===== config.mk =====
export PLATFORM = sky130hd
export DESIGN_NAME = priority_queue_insert_remove
export DESIGN_NICKNAME = d
export VERILOG_FILES = /design/src/hdl/pqir_pkg.sv /design/src/hdl/priority_queue_insert_remove.sv /design/src/hdl/pqir_ctrl.sv /design/src/hdl/pqir_datapath.sv
export SDC_FILE = /design/constraint.sdc
export NUM_CORES = 2
export LEC_CHECK = 0
export ABC_AREA = 1
export BUFFER_PORTS_ARGS = -buffer_cell sky130_fd_sc_hd__buf_2
export CELL_PAD_IN_SITES_DETAIL_PLACEMENT = 1
export CELL_PAD_IN_SITES_GLOBAL_PLACEMENT = 2
export CORE_ASPECT_RATIO = 0.8
export CORE_UTILIZATION = 41
export DETAILED_ROUTE_END_ITERATION = 7
export GPL_ROUTABILITY_DRIVEN = 1
export PLACE_DENSITY = 0.84
export SYNTH_ARGS = -nofsm -noshare
export SYNTH_HDL_FRONTEND = slang
export SYNTH_SLANG_ARGS = --single-unit

===== constraint.sdc =====
create_clock -name clk -period 4.5 [get_ports clk]
set_input_delay 0.45 -clock clk [delete_from_list [all_inputs] [get_ports clk]]
set_output_delay 0.45 -clock clk [all_outputs]
set_load 0.02 [all_outputs]

===== src/hdl/pqir_pkg.sv =====
// shared types and codes for the sorted-list priority queue
`default_nettype none

package pqir_pkg;

  typedef enum logic [0:0] {
    ST_IDLE,
    ST_EXEC
  } pqir_state_t;

  localparam logic MODE_INSERT = 1'b0;
  localparam logic MODE_REMOVE = 1'b1;

  localparam logic [1:0] STATUS_DONE  = 2'd0;
  localparam logic [1:0] STATUS_FULL  = 2'd1;
  localparam logic [1:0] STATUS_EMPTY = 2'd2;

  localparam int unsigned ITEM_DATA_W = 32;
  localparam int unsigned PRIO_W      = 8;
  localparam int unsigned OCC_W       = 5;

  typedef struct packed {
    logic load;
    logic exec;
  } pqir_cmd_t;

endpackage

`default_nettype wire


===== src/hdl/priority_queue_insert_remove.sv =====
// top level: bounded sorted priority queue with insert and remove transactions
// an accepted transaction is registered, then executed into the registered result
// a new transaction is taken only after the last one has executed (an accept state, then an
//   execute state in which every slot compares against the new priority and shifts in parallel)
// execution waits while a previous result is still pending at the output
// reset: synchronous, queue empty, no result pending; slot contents are undefined
`default_nettype none

module priority_queue_insert_remove
  import pqir_pkg::*;
#(
  parameter int unsigned QUEUE_DEPTH = 16,
  parameter int unsigned DATA_BITS   = 32
) (
  input  wire logic                          clk,
  input  wire logic                          rst,
  input  wire logic                          in_valid,
  output logic                               in_stall,
  input  wire logic                          mode,
  input  wire logic signed [ITEM_DATA_W-1:0] item_data,
  input  wire logic [PRIO_W-1:0]             item_priority,
  output logic                               out_valid,
  input  wire logic                          out_stall,
  output logic signed [ITEM_DATA_W-1:0]      out_data,
  output logic [PRIO_W-1:0]                  out_priority,
  output logic [1:0]                         status,
  output logic [OCC_W-1:0]                   occupancy
);

  pqir_cmd_t cmd;

  pqir_ctrl u_ctrl (
    .clk       (clk),
    .rst       (rst),
    .in_valid  (in_valid),
    .in_stall  (in_stall),
    .out_valid (out_valid),
    .out_stall (out_stall),
    .cmd       (cmd)
  );

  pqir_datapath #(
    .QUEUE_DEPTH (QUEUE_DEPTH),
    .DATA_BITS   (DATA_BITS)
  ) u_datapath (
    .clk           (clk),
    .rst           (rst),
    .cmd           (cmd),
    .mode          (mode),
    .item_data     (item_data),
    .item_priority (item_priority),
    .out_data      (out_data),
    .out_priority  (out_priority),
    .status        (status),
    .occupancy     (occupancy)
  );

endmodule

`default_nettype wire


===== src/hdl/pqir_ctrl.sv =====
// controller: accepts one transaction, runs it, holds the result handshake
`default_nettype none

module pqir_ctrl
  import pqir_pkg::*;
(
  input  wire logic      clk,
  input  wire logic      rst,
  input  wire logic      in_valid,
  output logic           in_stall,
  output logic           out_valid,
  input  wire logic      out_stall,
  output pqir_cmd_t      cmd
);

  pqir_state_t state;
  pqir_state_t state_next;
  logic        out_valid_next;
  logic        fire;

  assign fire = (state == ST_EXEC) && (!out_valid || !out_stall);

  always_comb begin
    state_next = state;
    unique case (state)
      ST_IDLE: begin
        if (in_valid) begin
          state_next = ST_EXEC;
        end
      end
      ST_EXEC: begin
        if (fire) begin
          state_next = ST_IDLE;
        end
      end
      default: state_next = ST_IDLE;
    endcase
  end

  always_comb begin
    in_stall = 1'b1;
    cmd      = '0;
    unique case (state)
      ST_IDLE: begin
        in_stall = 1'b0;
        cmd.load = in_valid;
      end
      ST_EXEC: begin
        cmd.exec = fire;
      end
      default: begin
        in_stall = 1'b1;
      end
    endcase
  end

  // result register is free again once taken
  always_comb begin
    out_valid_next = out_valid;
    if (fire) begin
      out_valid_next = 1'b1;
    end else if (out_valid && !out_stall) begin
      out_valid_next = 1'b0;
    end
  end

  always_ff @(posedge clk) begin
    if (rst) begin
      state     <= ST_IDLE;
      out_valid <= 1'b0;
    end else begin
      state     <= state_next;
      out_valid <= out_valid_next;
    end
  end

  a_accept_to_exec: assert property (@(posedge clk) disable iff (rst)
    (in_valid && !in_stall) |=> (state == ST_EXEC))
    else $error("accepted transaction did not start execution");

  a_exec_gives_result: assert property (@(posedge clk) disable iff (rst)
    cmd.exec |=> (out_valid && state == ST_IDLE))
    else $error("execution did not produce a result");

  a_no_exec_over_pending: assert property (@(posedge clk) disable iff (rst)
    cmd.exec |-> !(out_valid && out_stall))
    else $error("result overwritten while still pending");

endmodule

`default_nettype wire


===== src/hdl/pqir_datapath.sv =====
// datapath: row of sorted slots with parallel compare and neighbor shifting
`default_nettype none

module pqir_datapath
  import pqir_pkg::*;
#(
  parameter int unsigned QUEUE_DEPTH = 16,
  parameter int unsigned DATA_BITS   = 32
) (
  input  wire logic                      clk,
  input  wire logic                      rst,
  input  wire pqir_cmd_t                 cmd,
  input  wire logic                      mode,
  input  wire logic signed [ITEM_DATA_W-1:0] item_data,
  input  wire logic [PRIO_W-1:0]         item_priority,
  output logic signed [ITEM_DATA_W-1:0]  out_data,
  output logic [PRIO_W-1:0]              out_priority,
  output logic [1:0]                     status,
  output logic [OCC_W-1:0]               occupancy
);

  localparam int unsigned CW = $clog2(QUEUE_DEPTH + 1);

  logic                 item_mode;
  logic [DATA_BITS-1:0] item_word;
  logic [PRIO_W-1:0]    item_prio;

  logic [DATA_BITS-1:0] slot_data     [QUEUE_DEPTH];
  logic [PRIO_W-1:0]    slot_priority [QUEUE_DEPTH];
  logic [QUEUE_DEPTH-1:0] keep;

  logic [CW-1:0] entry_count;
  logic [CW-1:0] entry_count_next;
  logic          full;
  logic          empty;
  logic          insert_go;
  logic          remove_go;

  always_ff @(posedge clk) begin
    if (cmd.load) begin
      item_mode <= mode;
      item_word <= DATA_BITS'($unsigned(item_data));
      item_prio <= item_priority;
    end
  end

  assign full      = (entry_count == CW'(QUEUE_DEPTH));
  assign empty     = (entry_count == '0);
  assign insert_go = cmd.exec && (item_mode == MODE_INSERT) && !full;
  assign remove_go = cmd.exec && (item_mode == MODE_REMOVE) && !empty;

  for (genvar g = 0; g < QUEUE_DEPTH; g++) begin : g_slot
    // held entries at or above the new priority stay put; prefix since sorted
    assign keep[g] = (CW'(g) < entry_count) && (slot_priority[g] >= item_prio);

    logic take_new;
    if (g == 0) begin : g_head
      assign take_new = 1'b1;
    end else begin : g_body
      assign take_new = keep[g-1];
    end

    always_ff @(posedge clk) begin
      if (insert_go && !keep[g]) begin
        if (take_new) begin
          slot_data[g]     <= item_word;
          slot_priority[g] <= item_prio;
        end else begin
          slot_data[g]     <= slot_data[(g == 0) ? 0 : g - 1];
          slot_priority[g] <= slot_priority[(g == 0) ? 0 : g - 1];
        end
      end else if (remove_go && (g < QUEUE_DEPTH - 1)) begin
        slot_data[g]     <= slot_data[(g < QUEUE_DEPTH - 1) ? g + 1 : g];
        slot_priority[g] <= slot_priority[(g < QUEUE_DEPTH - 1) ? g + 1 : g];
      end
    end
  end

  always_comb begin
    entry_count_next = entry_count;
    if (insert_go) begin
      entry_count_next = entry_count + CW'(1);
    end else if (remove_go) begin
      entry_count_next = entry_count - CW'(1);
    end
  end

  always_ff @(posedge clk) begin
    if (rst) begin
      entry_count <= '0;
    end else begin
      entry_count <= entry_count_next;
    end
  end

  always_ff @(posedge clk) begin
    if (cmd.exec) begin
      out_data     <= '0;
      out_priority <= '0;
      status       <= STATUS_DONE;
      occupancy    <= OCC_W'(entry_count_next);
      if (item_mode == MODE_INSERT) begin
        if (full) begin
          status <= STATUS_FULL;
        end
      end else begin
        if (empty) begin
          status <= STATUS_EMPTY;
        end else begin
          out_data     <= ITEM_DATA_W'(slot_data[0]);
          out_priority <= slot_priority[0];
        end
      end
    end
  end

  a_count_bounded: assert property (@(posedge clk) disable iff (rst)
    entry_count <= CW'(QUEUE_DEPTH))
    else $error("entry count beyond queue depth");

  a_insert_counts: assert property (@(posedge clk) disable iff (rst)
    insert_go |=> (entry_count == $past(entry_count) + CW'(1)))
    else $error("insert did not add one entry");

  a_remove_front: assert property (@(posedge clk) disable iff (rst)
    remove_go |=> (out_priority == $past(slot_priority[0])))
    else $error("remove did not return the front entry");

endmodule

`default_nettype wire

Word level (Yosys, flattened, before mapping). Memories as Yosys holds them, arrays and structs flattened. Index checks and enable logic that the tools add are counted.

Bits in latches: 0. Logic and storage cells: 367. Memories kept: 2. Memory bits (read-only): 0. Output and inout port bits: 49. Flip-flop bits (word level): 95. Input port bits: 45. RAM bits: 640.

Memory list: u_datapath.slot_data (words 16, bits a word 32, rd ports 16, clocked after Yosys merged registers in 0, wr ports 16, line pqir_datapath.sv:28) `logic [DATA_BITS-1:0] slot_data [QUEUE_DEPTH];`; u_datapath.slot_priority (words 16, bits a word 8, rd ports 16, clocked after Yosys merged registers in 0, wr ports 16, line pqir_datapath.sv:29) `logic [PRIO_W-1:0] slot_priority [QUEUE_DEPTH];`.

Add/subtract/negate cells: 2. Order comparisons: 32. Bitwise logic cells: 62. Equal/unequal tests: 1. Shifts and indexed selects: 0. Reduce and logical (&&, ||, !) cells: 62. Muxes and demuxes: 196. Div/mod/pow operators: 0. $mul: 0.

Operator list (count): 2-to-1 mux 32 bit (30); 2-to-1 mux 8 bit (30); 2-to-1 mux 1 bit (131); >= comparator 8 bit (16); bitwise OR 1 bit (60); < comparator 4 x 5 -> 1 bit (first input constant) (8); logical AND 1 bit (38); zero test 1 bit (20); < comparator 3 x 5 -> 1 bit (first input constant) (4); < comparator 1 x 5 -> 1 bit (first input constant) (2); < comparator 2 x 5 -> 1 bit (first input constant) (2); 2-to-1 mux 5 bit (2); adder 5 x 1 -> 5 bit (second input constant) (1); == test 5 bit (second input constant) (1); zero test 5 bit (1); subtractor 5 x 1 -> 5 bit (second input constant) (1); 2-to-1 mux 2 bit (2); inverter 1 bit (2); case mux 1 bit (2 select lines) (1); nonzero test 2 bit (1); OR reduction 2 bit (1); logical OR 1 bit (1).

Depth between registers and ports, before layout.
Depth after elaboration: 11. Gate-level depth with buffers: 15. Mapped depth without buffers: 14.

By module. A second synthesis with hierarchy kept.

Cells, all modules: 4383. Area, all modules: 39656.8 um^2.

By module, submodules not included: pqir_datapath (times used 1, sequential area each 21961.1 um^2, area each 39569.2 um^2, cells an instance 4372); pqir_ctrl (times used 1, sequential area each 40.0 um^2, area each 87.6 um^2, cells an instance 11).

Least setup slack after synthesis. No wires, ideal clock.

Kind: input-to-reg. Start: input out_stall. End: memory u_datapath.slot_data[15][0] (netlist: u_datapath.slot_data[1][224]) (enable). Library setup time: 437 ps. Stages: 5. Arrival: 3688 ps. Buffers on the path: 0. Path slack: 374 ps. Data required time: 4063 ps. Cell sequence: nand2_1 > nand2_1 > inv_1 > nand3_1 > nor2_1.

RTL lines: start: declaration (line priority_queue_insert_remove.sv:23) `input wire logic out_stall,`; end: declaration (line pqir_datapath.sv:28).

==> results.ini <==
[synth]
synth-adder-area-share_pct=4.16
synth-main-ff-cell=edfxtp_1
synth_top_area_share_pct=55.1
synth-simple-area-share_pct=31.9
synth_cells=4335
yosysWarnings=0
ys_ff_latch=735
netlist.top_cell.by_area=edfxtp_1
synth_area_leaders=edfxtp_1 55%, nand2_1 14%, nand4_1 8.4%
syn_nets=4512
synthMuxAreaShare_pct=0
synth-compound-area-share_pct=2.40
syn_avg_cell_area_um2=9.16
synth_area_mm2=0.0397
synthArstFlopShare_pct=0
synth_xor_area_share_pct=0.0882
ys_seq_area_share_pct=55.4
yosys.cell_types.count=29
synth_most_common_cell=nand2_1
synth_top_family_by_area=simple AND/OR/NAND/NOR gates
synth_edf_count=728
ys_top_cells_by_count=1504 x nand2_1, 728 x edfxtp_1, 591 x nand3_1, 535 x nand4_1, 199 x buf_2

[route]
dr.pass1.iters=5
route.detailed.drc=0
detail_route.iter0.violations=3816
vias=33400
wire_per_inst_um=24.2
drt.antenna.violating_nets=0
drt-total-wl_um=137000
viasPerCell=5.93

[min_path]
hp-class=in2reg

[clock_tree]
path_clk_slew_ns=0.06
cts_sinks=735
cts_inserted_buffers=83
cts_resized=0
clock_latency_ns=0.67
cts-root-buf=clkbuf_16
clk_path_buf_depth=3
cts_tree=yes
htree_levels=3

[placement]
dp_hpwl_um=94300
numPortBuffers=93
place_ws_ns=0.887
gp_congestion=0.850

[grt]
overflow=0
grt_pass1_wl_um=211000
grt_use_total_pct=28.0
grt_pass1_vias=32900
grt_max_degree=124
antenna_found_initial=1

[final_layout]
drive_gt1_share_pct=9.53
area_growth_syn_to_layout_pct=11.7
nNetsFinal=4472

[sta]
timing.final.crit_share_pct=80.9
setup_viol=0
fmax_mhz=275
clock_skew_ns=0.0204
setup_slack_ns=0.860
period_minus_slack_ns=3.64
hold_violations=0
max_slew_margin_pct=11.5
grt_setup_unrepaired=false
tns_ns=0
report.final.slew_viol_count=0
worstMarginPinSlew_ns=1.32

[power_and_ir_drop]
clkPwrFrac_pct=36.7
ir_worst_vdd_uv=264
power.share.sequential_pct=47.1
intPower_uw=13100
pwr-share-comb_pct=16.2
p_leak_uw=0.0174
power_density_mw_per_mm2=418
sw_frac_of_total_pct=29.4
p_sw_uw=5450

[die]
initial_core_util_pct=41.6
io_pins=94
core_area_mm2=0.0954
die_area_mm2=0.0981
die_h_um=280
die_w_um=350
rows=101

[worst_setup_path]
worst_ep_arrival_time_ns=4.05
rrSetupSlack_ns=0.86
required_ns=4.91
path_buf_inv=3
path_cells=inv_1, buf_4, ha_1, a21oi_1, nor2_1, nor3_1, nand2_1, nand2_4, buf_4, nand4_1, nand3_1, nand2_1
path_class=reg2reg
critPathTopFamily=buffers and inverters
cp-end-kind=register
cp_slowest_cell=inv_1
start_kind=register
max_stage_delay_ns=0.59
cp_max_fo=55

[run_status]
status=completed

[flow_run]
maxCapViolCount=0

==> power groups by stage <==
stage	clock network, uW	logic, uW	registers, uW
after detailed placement	0	2940	8860
after global routing	7140	3330	8780
after CTS	6910	2980	8720
after floorplan	0	1930	8750
after global placement	0	2840	8840
final	6800	3000	8740
==> final timing paths <==
check	from	end	depth (start not counted)
max	u_datapath.item_prio[5]	u_datapath.slot_data[0][37]	12
min reg2reg	u_ctrl.out_valid	u_ctrl.out_valid	2
min	rst	u_datapath.entry_count[2]	2
max reg2reg	u_datapath.item_prio[5]	u_datapath.slot_data[0][37]	12
==> registers in the layout, indices dropped and copies added (netlist names) <==
register / count
u_datapath.out_data: 32
u_ctrl.out_valid: 1
u_datapath.item_prio: 8
u_datapath.out_priority: 8
u_datapath.occupancy: 5
u_datapath.slot_data: 512
u_datapath.entry_count: 5
u_datapath.status: 2
u_datapath.item_word: 32
u_datapath.slot_priority: 128
u_ctrl.state: 1
u_datapath.item_mode: 1
==> placed cells by master, fill, tap and decap left out, types with 4 or more instances in the layout <==
cell and count:
nand2_1 1473, edfxtp_1 728, nand3_1 577, nand4_1 535
inv_1 149, ha_1 132, buf_4 102, buf_2 93
o21ai_0 91, clkbuf_16 86, nor2_1 78, a21oi_1 60
dlygate4sd3_1 41, nor2_4 34, nand2_2 22, buf_12 18
clkbuf_1 16, o21a_1 15, nand3_2 14, clkinv_2 14
clkinv_1 13, nand2_4 11, o21ai_1 10, dfxtp_1 7
bufinv_16 6, xor2_1 4
==> per-layer routing <==
layer  vias to the layer above  global-route usage (%)  part of all wire (%)
met5                         -                       0                     0
li1                      15300                       -                     -
met4                         0                    5.77                   1.7
met3                       157                    7.07                   9.9
met2                      1343                    37.5                    40
met1                     16700                    44.4                    49
==> final cells by class <==
type                            count  area [um^2]
Clock buffer                      105         2250
Clock inverter                     39          368
Inverter                          154          593
Antenna cell                        2         5.00
Multi-Input combinational cell   3067        15500
Fill cell                       10800        51000
Tap cell                         1287         1610
Timing Repair Buffer              254         2000
Sequential cell                   735        22000
==> cells by family (layout without fill, tap and decap cells) <==
family	count (synthesis)	after routing
AOI/OAI and AO/OA	181	181
xor gates and xnor gates	4	4
adders and majority gates	132	132
buffers and inverters	533	552
DFF	735	735
other	0	2
and+or+nand+nor	2750	2750
==> repair_timing <==
action	4_1_cts	5_1_grt
buffers inserted	0	0
hold buffers	41	0
endpoints found under the hold margin	41	0
==> through the flow <==
step	total power, uW	std cells	utilization, %	hold WS [ns]	cell area (um^2)
6_report	18500	5643	46.5	0.0557	44400
5_1_grt	19300	5641	46.5	0.0583	44400
4_1_cts	18600	5641	46.5	0.0286	44400
3_5_place_dp	11800	5456	43.3	0.481	41300
3_3_place_gp	11700	5456	43.3	0.470	41300
2_1_floorplan	10700	4335	-	0.511	39700
(Power assumes the default switching activity.)
